==> src/rtl/core/c_include_config_scanner_top_defines.svh <==
// Assertion macros for the include and config scanner.
// Each macro takes a label, a clock, a reset and two expressions.
`ifndef C_INCLUDE_CONFIG_SCANNER_TOP_DEFINES_SVH
`define C_INCLUDE_CONFIG_SCANNER_TOP_DEFINES_SVH
`ifndef SYNTHESIS
`define CICS_ASSERT_IMP(label, clk, rst, ante, cons) \
   label: assert property (@(posedge clk) disable iff (rst) (ante) |-> (cons)) \
      else $error("cics: implication check failed");
`define CICS_ASSERT_LAT2(label, clk, rst, ante, cons) \
   label: assert property (@(posedge clk) disable iff (rst) (ante) |-> ##2 (cons)) \
      else $error("cics: two cycle check failed");
`else
`define CICS_ASSERT_IMP(label, clk, rst, ante, cons)
`define CICS_ASSERT_LAT2(label, clk, rst, ante, cons)
`endif
`endif

==> src/rtl/core/cics_pkg.sv <==
`default_nettype none

package cics_pkg;

   // One input beat: a source byte or the end of a file.
   typedef struct packed {
      logic [7:0] data_byte;
      logic       end_of_file;
   } req_beat_type;

   // One result beat.
   typedef struct packed {
      logic [2:0] event_res;
      logic [7:0] name_byte;
      logic       std_include;
      logic       is_config_header;
      logic       config_missing;
      logic       needs_config_flag;
      logic       has_config_flag;
   } rsp_beat_type;

   // A byte after classification, as it sits in the queue.
   typedef struct packed {
      logic [7:0] data;
      logic       eof;
      logic       nl;
      logic       slash;
      logic       star;
      logic       dquote;
      logic       squote;
      logic       hash;
      logic       bslash;
      logic       blank;
      logic       lt;
      logic       gt;
      logic       underscore;
      logic       lower;
      logic       upper;
   } cls_type;

   localparam logic [2:0] EV_NONE       = 3'd0;
   localparam logic [2:0] EV_NAME_BYTE  = 3'd1;
   localparam logic [2:0] EV_NAME_END   = 3'd2;
   localparam logic [2:0] EV_NAME_DROP  = 3'd3;
   localparam logic [2:0] EV_CONFIG_USE = 3'd4;
   localparam logic [2:0] EV_FILE_END   = 3'd5;

   localparam logic [7:0] CH_NL         = 8'h0a;
   localparam logic [7:0] CH_TAB        = 8'h09;
   localparam logic [7:0] CH_SPACE      = 8'h20;
   localparam logic [7:0] CH_DQUOTE     = 8'h22;
   localparam logic [7:0] CH_HASH       = 8'h23;
   localparam logic [7:0] CH_SQUOTE     = 8'h27;
   localparam logic [7:0] CH_STAR       = 8'h2a;
   localparam logic [7:0] CH_SLASH      = 8'h2f;
   localparam logic [7:0] CH_LT         = 8'h3c;
   localparam logic [7:0] CH_GT         = 8'h3e;
   localparam logic [7:0] CH_BSLASH     = 8'h5c;
   localparam logic [7:0] CH_UNDERSCORE = 8'h5f;

   // Length of the config header name.
   localparam logic [3:0] HDR_LEN = 4'd14;

   // Scanner states, one-hot.
   typedef enum logic [27:0] {
      ST_NORMAL     = 28'd1 << 0,
      ST_SLASH      = 28'd1 << 1,
      ST_STR        = 28'd1 << 2,
      ST_STR_ESC    = 28'd1 << 3,
      ST_CHR        = 28'd1 << 4,
      ST_CHR_ESC    = 28'd1 << 5,
      ST_CMT        = 28'd1 << 6,
      ST_CMT_STAR   = 28'd1 << 7,
      ST_PRE        = 28'd1 << 8,
      ST_SKIP       = 28'd1 << 9,
      ST_SKIP_ESC   = 28'd1 << 10,
      ST_PRE_I      = 28'd1 << 11,
      ST_INC_C      = 28'd1 << 12,
      ST_INC_L      = 28'd1 << 13,
      ST_INC_U      = 28'd1 << 14,
      ST_INC_D      = 28'd1 << 15,
      ST_INC_E      = 28'd1 << 16,
      ST_INC_LINE   = 28'd1 << 17,
      ST_LOCAL_NAME = 28'd1 << 18,
      ST_STD_NAME   = 28'd1 << 19,
      ST_IF_START   = 28'd1 << 20,
      ST_IF_MID     = 28'd1 << 21,
      ST_CF_O       = 28'd1 << 22,
      ST_CF_N       = 28'd1 << 23,
      ST_CF_F       = 28'd1 << 24,
      ST_CF_I       = 28'd1 << 25,
      ST_CF_G       = 28'd1 << 26,
      ST_CF_US      = 28'd1 << 27
   } state_type;

   // Character of the config header name at a given position.
   function automatic logic [7:0] hdr_char(input logic [3:0] pos);
      logic [7:0] ch;
      case (pos)
         4'd0:    ch = "l";
         4'd1:    ch = "i";
         4'd2:    ch = "n";
         4'd3:    ch = "u";
         4'd4:    ch = "x";
         4'd5:    ch = "/";
         4'd6:    ch = "c";
         4'd7:    ch = "o";
         4'd8:    ch = "n";
         4'd9:    ch = "f";
         4'd10:   ch = "i";
         4'd11:   ch = "g";
         4'd12:   ch = ".";
         4'd13:   ch = "h";
         default: ch = 8'h00;
      endcase
      return ch;
   endfunction

endpackage

`default_nettype wire

==> src/rtl/core/cics_front.sv <==
`default_nettype none

module cics_front (
   input  wire cics_pkg::req_beat_type req_beat,
   output cics_pkg::cls_type           cls
);
   import cics_pkg::*;

   logic [7:0] b;

   assign b = req_beat.data_byte;

   // Decode the byte classes the scanner branches on, so the back end
   // only sees single-bit flags for them.
   always_comb begin
      cls            = '0;
      cls.data       = b;
      cls.eof        = req_beat.end_of_file;
      cls.nl         = (b == CH_NL);
      cls.slash      = (b == CH_SLASH);
      cls.star       = (b == CH_STAR);
      cls.dquote     = (b == CH_DQUOTE);
      cls.squote     = (b == CH_SQUOTE);
      cls.hash       = (b == CH_HASH);
      cls.bslash     = (b == CH_BSLASH);
      cls.blank      = (b == CH_SPACE) || (b == CH_TAB);
      cls.lt         = (b == CH_LT);
      cls.gt         = (b == CH_GT);
      cls.underscore = (b == CH_UNDERSCORE);
      cls.lower      = (b >= "a") && (b <= "z");
      cls.upper      = (b >= "A") && (b <= "Z");
   end

endmodule

`default_nettype wire

==> src/rtl/core/cics_queue.sv <==
`default_nettype none

module cics_queue #(
   parameter int DEPTH = 2
) (
   input  wire                logic clock,
   input  wire                logic reset,
   input  wire                logic push,
   input  wire cics_pkg::cls_type push_data,
   input  wire                logic pop,
   output logic               full,
   output logic               not_empty,
   output cics_pkg::cls_type  head
);
   import cics_pkg::*;

   localparam int PTR_W = (DEPTH > 1) ? $clog2(DEPTH) : 1;
   localparam int CNT_W = $clog2(DEPTH + 1);

   cls_type entry_ff [DEPTH];

   logic [PTR_W-1:0] wr_ptr_ff, wr_ptr_in;
   logic [PTR_W-1:0] rd_ptr_ff, rd_ptr_in;
   logic [CNT_W-1:0] count_ff, count_in;

   function automatic logic [PTR_W-1:0] bump(input logic [PTR_W-1:0] ptr);
      logic [PTR_W-1:0] nxt;
      if (ptr == PTR_W'(DEPTH - 1)) begin
         nxt = '0;
      end else begin
         nxt = PTR_W'(ptr + PTR_W'(1));
      end
      return nxt;
   endfunction

   assign full      = (count_ff == CNT_W'(DEPTH));
   assign not_empty = (count_ff != '0);
   assign head      = entry_ff[rd_ptr_ff];

   always_comb begin
      wr_ptr_in = push ? bump(wr_ptr_ff) : wr_ptr_ff;
      rd_ptr_in = pop ? bump(rd_ptr_ff) : rd_ptr_ff;
      count_in  = count_ff;
      if (push && !pop) begin
         count_in = CNT_W'(count_ff + CNT_W'(1));
      end else if (pop && !push) begin
         count_in = CNT_W'(count_ff - CNT_W'(1));
      end
   end

   always_ff @(posedge clock) begin
      if (reset) begin
         wr_ptr_ff <= '0;
         rd_ptr_ff <= '0;
         count_ff  <= '0;
      end else begin
         wr_ptr_ff <= wr_ptr_in;
         rd_ptr_ff <= rd_ptr_in;
         count_ff  <= count_in;
      end
   end

   always_ff @(posedge clock) begin
      if (push) begin
         entry_ff[wr_ptr_ff] <= push_data;
      end
   end

endmodule

`default_nettype wire

==> src/rtl/core/cics_back.sv <==
`default_nettype none

module cics_back (
   input  wire                     logic clock,
   input  wire                     logic reset,
   input  wire                     logic item_valid,
   input  wire cics_pkg::cls_type  item,
   output logic                    item_take,
   output logic                    rsp_valid,
   input  wire                     logic rsp_stall,
   output cics_pkg::rsp_beat_type  rsp_beat
);
   import cics_pkg::*;

   state_type    state_ff, state_in;
   logic         needs_ff, needs_in;
   logic         has_ff, has_in;
   logic [3:0]   pos_ff, pos_in;
   logic         mis_ff, mis_in;
   logic         std_ff, std_in;
   logic         rsp_valid_ff;
   rsp_beat_type rsp_beat_ff, rsp_beat_in;
   logic         hit;

   function automatic state_type from_normal(input cls_type c);
      state_type ns;
      if (c.slash) begin
         ns = ST_SLASH;
      end else if (c.dquote) begin
         ns = ST_STR;
      end else if (c.squote) begin
         ns = ST_CHR;
      end else if (c.hash) begin
         ns = ST_PRE;
      end else begin
         ns = ST_NORMAL;
      end
      return ns;
   endfunction

   function automatic state_type from_skip(input cls_type c);
      state_type ns;
      if (c.nl) begin
         ns = ST_NORMAL;
      end else if (c.bslash) begin
         ns = ST_SKIP_ESC;
      end else begin
         ns = ST_SKIP;
      end
      return ns;
   endfunction

   function automatic state_type from_mid(input cls_type c);
      state_type ns;
      if (c.nl) begin
         ns = ST_NORMAL;
      end else if (c.underscore || c.lower || c.upper) begin
         ns = ST_IF_MID;
      end else begin
         ns = ST_IF_START;
      end
      return ns;
   endfunction

   function automatic state_type from_cmt(input cls_type c);
      return c.star ? ST_CMT_STAR : ST_CMT;
   endfunction

   // Expect one letter of a keyword; on a miss, fall back to the line
   // skipper or to the word scanner of an if line.
   function automatic state_type expect_ch(input cls_type c, input logic [7:0] want,
                                           input state_type next_ok, input logic cfg);
      state_type ns;
      if (c.data == want) begin
         ns = next_ok;
      end else if (cfg) begin
         ns = from_mid(c);
      end else begin
         ns = from_skip(c);
      end
      return ns;
   endfunction

   // A new item moves on whenever the output register is free or drains.
   assign item_take = item_valid && (!rsp_valid_ff || !rsp_stall);
   assign rsp_valid = rsp_valid_ff;
   assign rsp_beat  = rsp_beat_ff;
   assign hit       = !mis_ff && (pos_ff == HDR_LEN);

   always_comb begin
      state_in    = state_ff;
      needs_in    = needs_ff;
      has_in      = has_ff;
      pos_in      = pos_ff;
      mis_in      = mis_ff;
      std_in      = std_ff;
      rsp_beat_in = '0;

      if (item.eof) begin
         rsp_beat_in.event_res         = EV_FILE_END;
         rsp_beat_in.needs_config_flag = needs_ff;
         rsp_beat_in.has_config_flag   = has_ff;
         state_in = ST_NORMAL;
         needs_in = 1'b0;
         has_in   = 1'b0;
         pos_in   = '0;
         mis_in   = 1'b0;
         std_in   = 1'b0;
      end else begin
         case (state_ff)
            ST_NORMAL:   state_in = from_normal(item);
            ST_SLASH:    state_in = item.star ? ST_CMT : from_normal(item);
            ST_STR: begin
               state_in = item.dquote ? ST_NORMAL : (item.bslash ? ST_STR_ESC : ST_STR);
            end
            ST_STR_ESC:  state_in = ST_STR;
            ST_CHR: begin
               state_in = item.squote ? ST_NORMAL : (item.bslash ? ST_CHR_ESC : ST_CHR);
            end
            ST_CHR_ESC:  state_in = ST_CHR;
            ST_CMT:      state_in = from_cmt(item);
            ST_CMT_STAR: state_in = item.slash ? ST_NORMAL : from_cmt(item);
            ST_PRE: begin
               if (item.nl) begin
                  state_in = ST_NORMAL;
               end else if (item.blank) begin
                  state_in = ST_PRE;
               end else if (item.data == "i") begin
                  state_in = ST_PRE_I;
               end else begin
                  state_in = ST_SKIP;
               end
            end
            ST_SKIP:     state_in = from_skip(item);
            ST_SKIP_ESC: state_in = ST_SKIP;
            ST_PRE_I: begin
               if (item.data == "f") begin
                  state_in = needs_ff ? ST_SKIP : ST_IF_START;
               end else if (item.data == "n") begin
                  state_in = ST_INC_C;
               end else begin
                  state_in = from_skip(item);
               end
            end
            ST_INC_C:    state_in = expect_ch(item, "c", ST_INC_L, 1'b0);
            ST_INC_L:    state_in = expect_ch(item, "l", ST_INC_U, 1'b0);
            ST_INC_U:    state_in = expect_ch(item, "u", ST_INC_D, 1'b0);
            ST_INC_D:    state_in = expect_ch(item, "d", ST_INC_E, 1'b0);
            ST_INC_E:    state_in = expect_ch(item, "e", ST_INC_LINE, 1'b0);
            ST_INC_LINE: begin
               if (item.nl) begin
                  state_in = ST_NORMAL;
               end else if (item.lt || item.dquote) begin
                  std_in   = item.lt;
                  pos_in   = '0;
                  mis_in   = 1'b0;
                  state_in = item.lt ? ST_STD_NAME : ST_LOCAL_NAME;
               end
            end
            ST_LOCAL_NAME, ST_STD_NAME: begin
               rsp_beat_in.std_include = std_ff;
               if (item.nl) begin
                  rsp_beat_in.event_res = EV_NAME_DROP;
                  state_in = ST_NORMAL;
               end else if ((state_ff == ST_STD_NAME) ? item.gt : item.dquote) begin
                  rsp_beat_in.event_res        = EV_NAME_END;
                  rsp_beat_in.is_config_header = hit;
                  if (hit) begin
                     has_in = 1'b1;
                  end
                  state_in = ST_SKIP;
               end else begin
                  rsp_beat_in.event_res = EV_NAME_BYTE;
                  rsp_beat_in.name_byte = item.data;
                  if ((pos_ff < HDR_LEN) && (item.data == hdr_char(pos_ff))) begin
                     pos_in = 4'(pos_ff + 4'd1);
                  end else begin
                     mis_in = 1'b1;
                  end
               end
            end
            ST_IF_START: begin
               if (item.nl) begin
                  state_in = ST_NORMAL;
               end else if (item.underscore || item.lower) begin
                  state_in = ST_IF_MID;
               end else if (item.upper) begin
                  state_in = ST_CF_O;
               end
            end
            ST_IF_MID:   state_in = from_mid(item);
            ST_CF_O:     state_in = expect_ch(item, "O", ST_CF_N, 1'b1);
            ST_CF_N:     state_in = expect_ch(item, "N", ST_CF_F, 1'b1);
            ST_CF_F:     state_in = expect_ch(item, "F", ST_CF_I, 1'b1);
            ST_CF_I:     state_in = expect_ch(item, "I", ST_CF_G, 1'b1);
            ST_CF_G:     state_in = expect_ch(item, "G", ST_CF_US, 1'b1);
            ST_CF_US: begin
               if (item.underscore) begin
                  rsp_beat_in.event_res      = EV_CONFIG_USE;
                  rsp_beat_in.config_missing = !has_ff;
                  needs_in = 1'b1;
                  state_in = ST_SKIP;
               end else begin
                  state_in = from_mid(item);
               end
            end
            default:     state_in = from_normal(item);
         endcase
      end
   end

   always_ff @(posedge clock) begin
      if (reset) begin
         state_ff     <= ST_NORMAL;
         needs_ff     <= 1'b0;
         has_ff       <= 1'b0;
         pos_ff       <= '0;
         mis_ff       <= 1'b0;
         std_ff       <= 1'b0;
         rsp_valid_ff <= 1'b0;
      end else begin
         if (item_take) begin
            state_ff <= state_in;
            needs_ff <= needs_in;
            has_ff   <= has_in;
            pos_ff   <= pos_in;
            mis_ff   <= mis_in;
            std_ff   <= std_in;
         end
         if (item_take) begin
            rsp_valid_ff <= 1'b1;
         end else if (!rsp_stall) begin
            rsp_valid_ff <= 1'b0;
         end
      end
   end

   always_ff @(posedge clock) begin
      if (item_take) begin
         rsp_beat_ff <= rsp_beat_in;
      end
   end

endmodule

`default_nettype wire

==> src/rtl/core/c_include_config_scanner_top.sv <==
// A request beat is written into the byte queue; the back end then moves its result
// into the output register, from which the result port presents it.
// Throughput: one source byte per cycle while the result port is not stalled.
// A stalled result port backs up the byte queue, then stalls the request port.
// Reset is synchronous and active high; it empties the queue and output register
// and returns the scanner to normal text with all flags cleared.
`default_nettype none
`include "c_include_config_scanner_top_defines.svh"

module c_include_config_scanner_top #(
   parameter int QUEUE_DEPTH = 2
) (
   input  wire                     logic clock,
   input  wire                     logic reset,
   input  wire                     logic req_valid,
   output logic                    req_stall,
   input  wire cics_pkg::req_beat_type req_beat,
   output logic                    rsp_valid,
   input  wire                     logic rsp_stall,
   output cics_pkg::rsp_beat_type  rsp_beat
);
   import cics_pkg::*;

   // The front end turns each request beat into a byte with its class flags
   // already decoded. Those items wait in a short queue so that the request
   // side only stalls once the queue is full.
   cls_type front_cls;
   cls_type queue_head;
   logic    queue_full;
   logic    queue_not_empty;
   logic    queue_pop;
   logic    req_push;

   assign req_stall = queue_full;
   assign req_push  = req_valid && !queue_full;

   cics_front u_front (
      .req_beat (req_beat),
      .cls      (front_cls)
   );

   cics_queue #(
      .DEPTH (QUEUE_DEPTH)
   ) u_queue (
      .clock     (clock),
      .reset     (reset),
      .push      (req_push),
      .push_data (front_cls),
      .pop       (queue_pop),
      .full      (queue_full),
      .not_empty (queue_not_empty),
      .head      (queue_head)
   );

   // The back end runs the scanner state machine, one item per cycle, and
   // holds each result in an output register. It takes the next item whenever
   // that register is empty or is being drained in the same cycle, so a stall
   // on the response port reaches the request port only once the queue is full.
   cics_back u_back (
      .clock      (clock),
      .reset      (reset),
      .item_valid (queue_not_empty),
      .item       (queue_head),
      .item_take  (queue_pop),
      .rsp_valid  (rsp_valid),
      .rsp_stall  (rsp_stall),
      .rsp_beat   (rsp_beat)
   );

   // The queue can only fill up when the result port held a stalled beat
   // in the cycle before.
   `CICS_ASSERT_IMP(a_stall_from_back, clock, reset, req_stall,
                    $past(rsp_valid && rsp_stall))

   // A name byte appears only on a name byte beat.
   `CICS_ASSERT_IMP(a_name_byte_clean, clock, reset,
                    rsp_valid && (rsp_beat.event_res != EV_NAME_BYTE),
                    rsp_beat.name_byte == 8'h00)

   // The missing-config flag belongs to config use beats only.
   `CICS_ASSERT_IMP(a_missing_clean, clock, reset,
                    rsp_valid && (rsp_beat.event_res != EV_CONFIG_USE),
                    !rsp_beat.config_missing)

   // After an accepted byte has passed the queue and the output register, the result port is holding a beat.
   `CICS_ASSERT_LAT2(a_result_follows, clock, reset, req_valid && !req_stall, rsp_valid)

endmodule

`default_nettype wire

==> config.mk <==
export PLATFORM = sky130hd
export DESIGN_NAME = c_include_config_scanner_top
export DESIGN_NICKNAME = d
export VERILOG_FILES = /design/src/rtl/core/cics_pkg.sv /design/src/rtl/core/cics_front.sv /design/src/rtl/core/cics_queue.sv /design/src/rtl/core/cics_back.sv /design/src/rtl/core/c_include_config_scanner_top.sv
export VERILOG_INCLUDE_DIRS = /design/src /design/src/rtl/core
export SDC_FILE = /design/constraint.sdc
export NUM_CORES = 1
export LEC_CHECK = 0
export BUFFER_PORTS_ARGS = -buffer_cell sky130_fd_sc_hd__buf_2
export CORE_MARGIN = 8
export CORE_UTILIZATION = 40
export CTS_CLUSTER_DIAMETER = 200
export CTS_CLUSTER_SIZE = 12
export DETAILED_ROUTE_END_ITERATION = 10
export GPL_ROUTABILITY_DRIVEN = 0
export MAX_ROUTING_LAYER = met4
export SLEW_MARGIN = 10
export SYNTH_ARGS = -nofsm -noshare
export SYNTH_HDL_FRONTEND = slang
export SYNTH_SLANG_ARGS = --single-unit
==> constraint.sdc <==
create_clock -name clock -period 3.64 [get_ports clock]
set_input_delay 0.364 -clock clock [delete_from_list [all_inputs] [get_ports clock]]
set_output_delay 0.364 -clock clock [all_outputs]
set_load 0.05 [all_outputs]
# --- Word-level counts from Yosys, hierarchy flattened ---
# Memory sizes are Yosys's and may differ from the RTL's. A register that Yosys moved wholly into a read port is not among the register bits.
# Index checks and enable logic that the tools add are counted.
totals:
  ff_bits: 57
  mem_bits_rw: 44
  rom_bits: 112
  inputBits: 13
  out_inout_bits: 18
  mem_count: 2
classes:
  addsub: 5
  order_cmp: 5
  n_eq_ne: 66
  n_mux: 89
  n_bitwise: 4
  n_reduce_logical: 41
memory_table:
  columns: ["name", "depth", "width", "rd", "rd_ports_with_merged_regs", "wr", "line_no", "text"]
  rows:
  - ["(name not given)", 16, 7, 1, 1, 0, "cics_pkg.sv:99", "case (pos)"]
  - ["u_queue.entry_ff", 2, 22, 1, 1, 1, "cics_queue.sv:20", "cls_type entry_ff [DEPTH];"]
op_table:
  columns: ["cell", "n"]
  rows:
  - ["28-bit 2-to-1 mux", 31]
  - ["28-bit one-hot mux with 26 select lines", 1]
  - ["8-bit by 7-bit == test with 1-bit output, second input constant", 15]
  - ["8-bit by 6-bit == test with 1-bit output, second input constant", 8]
  - ["8-bit 2-to-1 mux", 5]
  - ["4-bit 2-to-1 mux", 9]
  - ["28-bit by 10-bit == test with 1-bit output, second input constant", 1]
  - ["28-bit by 11-bit == test with 1-bit output, second input constant", 1]
  - ["28-bit by 12-bit == test with 1-bit output, second input constant", 1]
  - ["28-bit by 13-bit == test with 1-bit output, second input constant", 1]
  - ["28-bit by 14-bit == test with 1-bit output, second input constant", 1]
  - ["28-bit by 15-bit == test with 1-bit output, second input constant", 1]
  - ["28-bit by 16-bit == test with 1-bit output, second input constant", 1]
  - ["28-bit by 17-bit == test with 1-bit output, second input constant", 1]
  - ["28-bit by 18-bit == test with 1-bit output, second input constant", 1]
  - ["28-bit by 19-bit == test with 1-bit output, second input constant", 1]
  - ["28-bit by 2-bit == test with 1-bit output, second input constant", 1]
  - ["28-bit by 20-bit == test with 1-bit output, second input constant", 1]
  - ["28-bit by 21-bit == test with 1-bit output, second input constant", 1]
  - ["28-bit by 22-bit == test with 1-bit output, second input constant", 1]
  - ["28-bit by 23-bit == test with 1-bit output, second input constant", 1]
  - ["28-bit by 24-bit == test with 1-bit output, second input constant", 1]
  - ["28-bit by 25-bit == test with 1-bit output, second input constant", 1]
  - ["28-bit by 26-bit == test with 1-bit output, second input constant", 1]
  - ["other kinds (51)", 123]

# --- Depth between registers and ports, before layout ---
depth:
  ltp_word: 15
  depth_mapped: 13

# --- Modules after synthesis ---
# A second synthesis with hierarchy kept.
unflattened:
  hier_cells: 633
  area_unflattened_um2: 6143.4
by_module_without_submodules:
  columns: ["module", "n_inst", "cells_per_inst", "area_per_inst_um2", "seq_area_each_um2"]
  rows:
  - ["cics_back", 1, 493, 4017.6, 1361.3]
  - ["cics_queue", 1, 90, 1789.2, 1421.4]
  - ["cics_front", 1, 49, 322.8, 0.0]
  - ["c_include_config_scanner_top", 1, 1, 13.8, 0.0]

# --- Worst setup path after synthesis ---
# No wires, ideal clock.
synth_timing:
  path_type: "reg2reg"
  startpoint: "register u_back.rsp_valid_ff (netlist: u_back.rsp_valid)"
  endpoint: "register (tool-made name)"
  arrival_time_ps: 2871
  t_required_ps: 3511
  setup_slack_ps: 640
  stages_incl_launch_ff: 10
  path_buffers: 1
  period_less_slack_ps: 3000
  cell_sequence: "dfxtp_1 > nand2_1 > o21ai_1 > clkinv_1 > a41oi_1 > nor3_1 > a311o_2 > buf_6 > o21ai_0 > o211ai_1"
synth_rtl:
  columns: ["element", "line_no", "text"]
  rows:
  - ["from (decl)", "cics_back.sv:21", "logic rsp_valid_ff;"]
  - ["from (signal assigned)", "cics_back.sv:220", "rsp_valid_ff <= 1'b0;"]
  - ["from (signal assigned)", "cics_back.sv:231", "rsp_valid_ff <= 1'b1;"]
  - ["from (signal assigned)", "cics_back.sv:233", "rsp_valid_ff <= 1'b0;"]

==> impl_results.md <==
* Status: finished clean
* Min-delay worst type: primary input to flip-flop
* Crit path DAT at 3650 ps
* Post-synth EDFFs at 60
* Root cell of the clock tree: clkbuf_16
* Peak Freq at 295 MHz
* Area Overhead vs Synth at 12.5%
* Initial antenna violation count at 0
* Worst skew pair latency at about 360 ps
* DP HPWL at ~13000 um
* First-pass GRT wire length at 27400 um
* Clk slew on worst S/H paths at around 80 ps
* Die X-Extent at approximately 140 um
* Final net count at about 700
* Crit Path Category: flip-flop to flip-flop
* Sequential cell area at 2780 sq um
* Residual antenna-violating net count after detailed routing at 0
* Max transition margin at 26.5%
* Ports at 31
* Worst Tran Pin Value at 1100 ps
* Die area at slightly below 20000 sq um
* Sequential cell area fraction in the yosys report at 45.1%
* Unrepaired setup endpoints after global routing: no
* Crit start category: flip-flop
* PortBufs at 30
* Synth async-reset ratio at 0%
* Drt pass-1 iters at 6
* Worst-case vdd ir drop at just under 0.0004 V
* Crit Path Max Fanout at 7
* Most frequent cells in the layout: 60 x edfxtp_1, 57 x nand2_1, 54 x nor2_1
* Proportion of layout cells with a drive suffix above 1 at 16.1%
* PD cells at ~600 nW/um^2
* Starting Density at 40.8%
* Synth Net Count at 661
* Netlist Area Pre-Place at 6180 sq um
* CTS buffer count at 9
* Antenna Cells at 0
* Final hold viol count at 0
* Max_cap viols at 0
* Wire per inst at just under 20 um
* Netlist cell types at 80
* CTS Sinks at around 110
* Final period util at 93.2%
* Clk_skew at 9.23 ps
* Site Rows at 45
* Minimum clock period at roughly 3400 ps
* Synth Area per Inst at 9.58 sq um
* Final Max Tran Viols at 0
* Number of global-route vias before repair at 5072
* Post-Syn Instances at 645
* Vert. Die Dim at approximately 140 um
* Element type at the critical path end: flip-flop
* Max incr delay on CP at 630 ps
* Fillers at 1436
* # DRC at 0
* Yosys Warn Count at 0
* CP max-delay cell: or4_4
* Longest Clk Path Bufs at 2
* CTS tree: yes
* Commonest non-fill, non-tap cell in the layout: edfxtp_1
* Main flop type after synthesis: edfxtp_1
* Setup Buffers After CTS at 0
* Hold_buf cts at 0
* Pin count of the biggest net entering global routing at 41
* Worst path cell trace: nor4_1 -> nand2_1 -> or4_4 -> a2111o_1 -> or2_1 -> a31oi_4 -> nor4b_2 -> a211oi_2
* Static Leak at 2.37 nW
* CP Data Required Time at approximately 3900 ps
* Final setup viols at 0
* Grt total ovfl at 0
* Vias/cell at 6.13
* #FFs+latches synth at roughly 110
* Post-route cell area at 6950 sq um
* Fin Setup TNS at 0 ps
* Total Routing Usage GR at 18.1%
* Core Region at 15100 sq um
* Detailed-route wire length at ~17000 um
* # H-tree levels at 3
* CTS resizes at 0
* DRT iter0 DRCs at 460
* DR vias at roughly 5400
* Area of the multi-input gates at 3220 sq um
* Placed instance area at approximately 6700 sq um
==> power breakdown <==
group	switching [mW]	leakage, nW	internal (mW)
combinational	1.13	1.26	0.491
clock	0.498	0.138	0.480
sequential	0.139	0.974	1.52
==> cells in the mapped netlist, drive strengths merged, types with 17 or more instances <==
cell,number,area share [%]
edfxtp,60,29
nand2,57,3.5
nor2,56,3.4
dfxtp,49,16
a21oi,32,2.6
nand3,32,2.6
o21ai,29,2.3
nor3,27,2.2
mux2i,21,3.4
nor4,20,2.9
clkbuf,19,1.2
nand2b,17,1.7
nand4,17,2.0
xor2,17,2.4
==> cell families after synthesis <==
logic type	after synthesis	synth area share (%)
adder cells (fa/ha/maj)	3	0.608
multiplexers	30	5.04
AND/OR/NAND/NOR	309	28.2
buffers and inverters	43	2.88
XOR/XNOR	22	3.12
AO/OA/AOI/OAI	129	15.1
flip-flops	109	45.1
==> critical path, delay by kind of cell (launching register included) <==
family | cells | cell delay [ps]
compound gates | 3 | 870
simple gates | 5 | 2060
flops | 1 | 360
==> area by class of cell <==
type | count | area share, %
flip-flops and latches | 109 | 40.1
multi-input cells | 493 | 46.3
clock buffers | 9 | 3.24
inverters | 15 | 0.811
clock inverters | 7 | 0.973
repair buffers | 58 | 5.19
well taps | 188 | 3.39
==> state kept, by name (all words and copies together), names as in the netlist, 2 cells and up, named ones only <==
| register | cells |
|---|---|
| u_back.state_ff | 28 |
| u_queue.entry_ff | 44 |
| u_back.rsp_beat | 16 |
| u_queue.count_ff | 2 |
| u_back.pos_ff | 4 |
==> metal layers <==
| metal | part of all wire (%) | track usage, % | vias to the layer above | wire length (um) |
|---|---|---|---|---|
| met5 | 0 | - | - | 0 |
| met4 | 1.4 | 5.09 | 0 | 243 |
| met3 | 7.7 | 4.52 | 25 | 1330 |
| met2 | 46 | 27.2 | 237 | 7850 |
| met1 | 45 | 23.7 | 2576 | 7770 |
| li1 | - | - | 2550 | - |
==> stage by stage <==
step	utilization (%)	std cells	setup WS (ps)	power (mW)	hold WS (ps)
global placement	43.9	863	451	3.27	480
floorplan	-	645	640	2.75	455
CTS	45.9	879	307	4.27	209
detailed placement	43.9	863	304	3.29	485
global route	45.9	879	55.6	4.45	197
finish	45.9	879	246	4.26	216
==> final timing paths <==
path	slack [ps]	from	to	depth (start not counted)
worst max-delay path	250	u_back.state_ff[1]$_SDFFE_PP0P_	flip-flop	8
worst min-delay path	220	req_beat[0]	u_queue.entry_ff[0][13]$_DFFE_PP_	1
worst max register to register	250	u_back.state_ff[1]$_SDFFE_PP0P_	flip-flop	8
worst min register to register	490	u_back.rsp_valid$_SDFFE_PP0P_	u_back.rsp_valid$_SDFFE_PP0P_	2
Power figures use the tool's default switching activity.
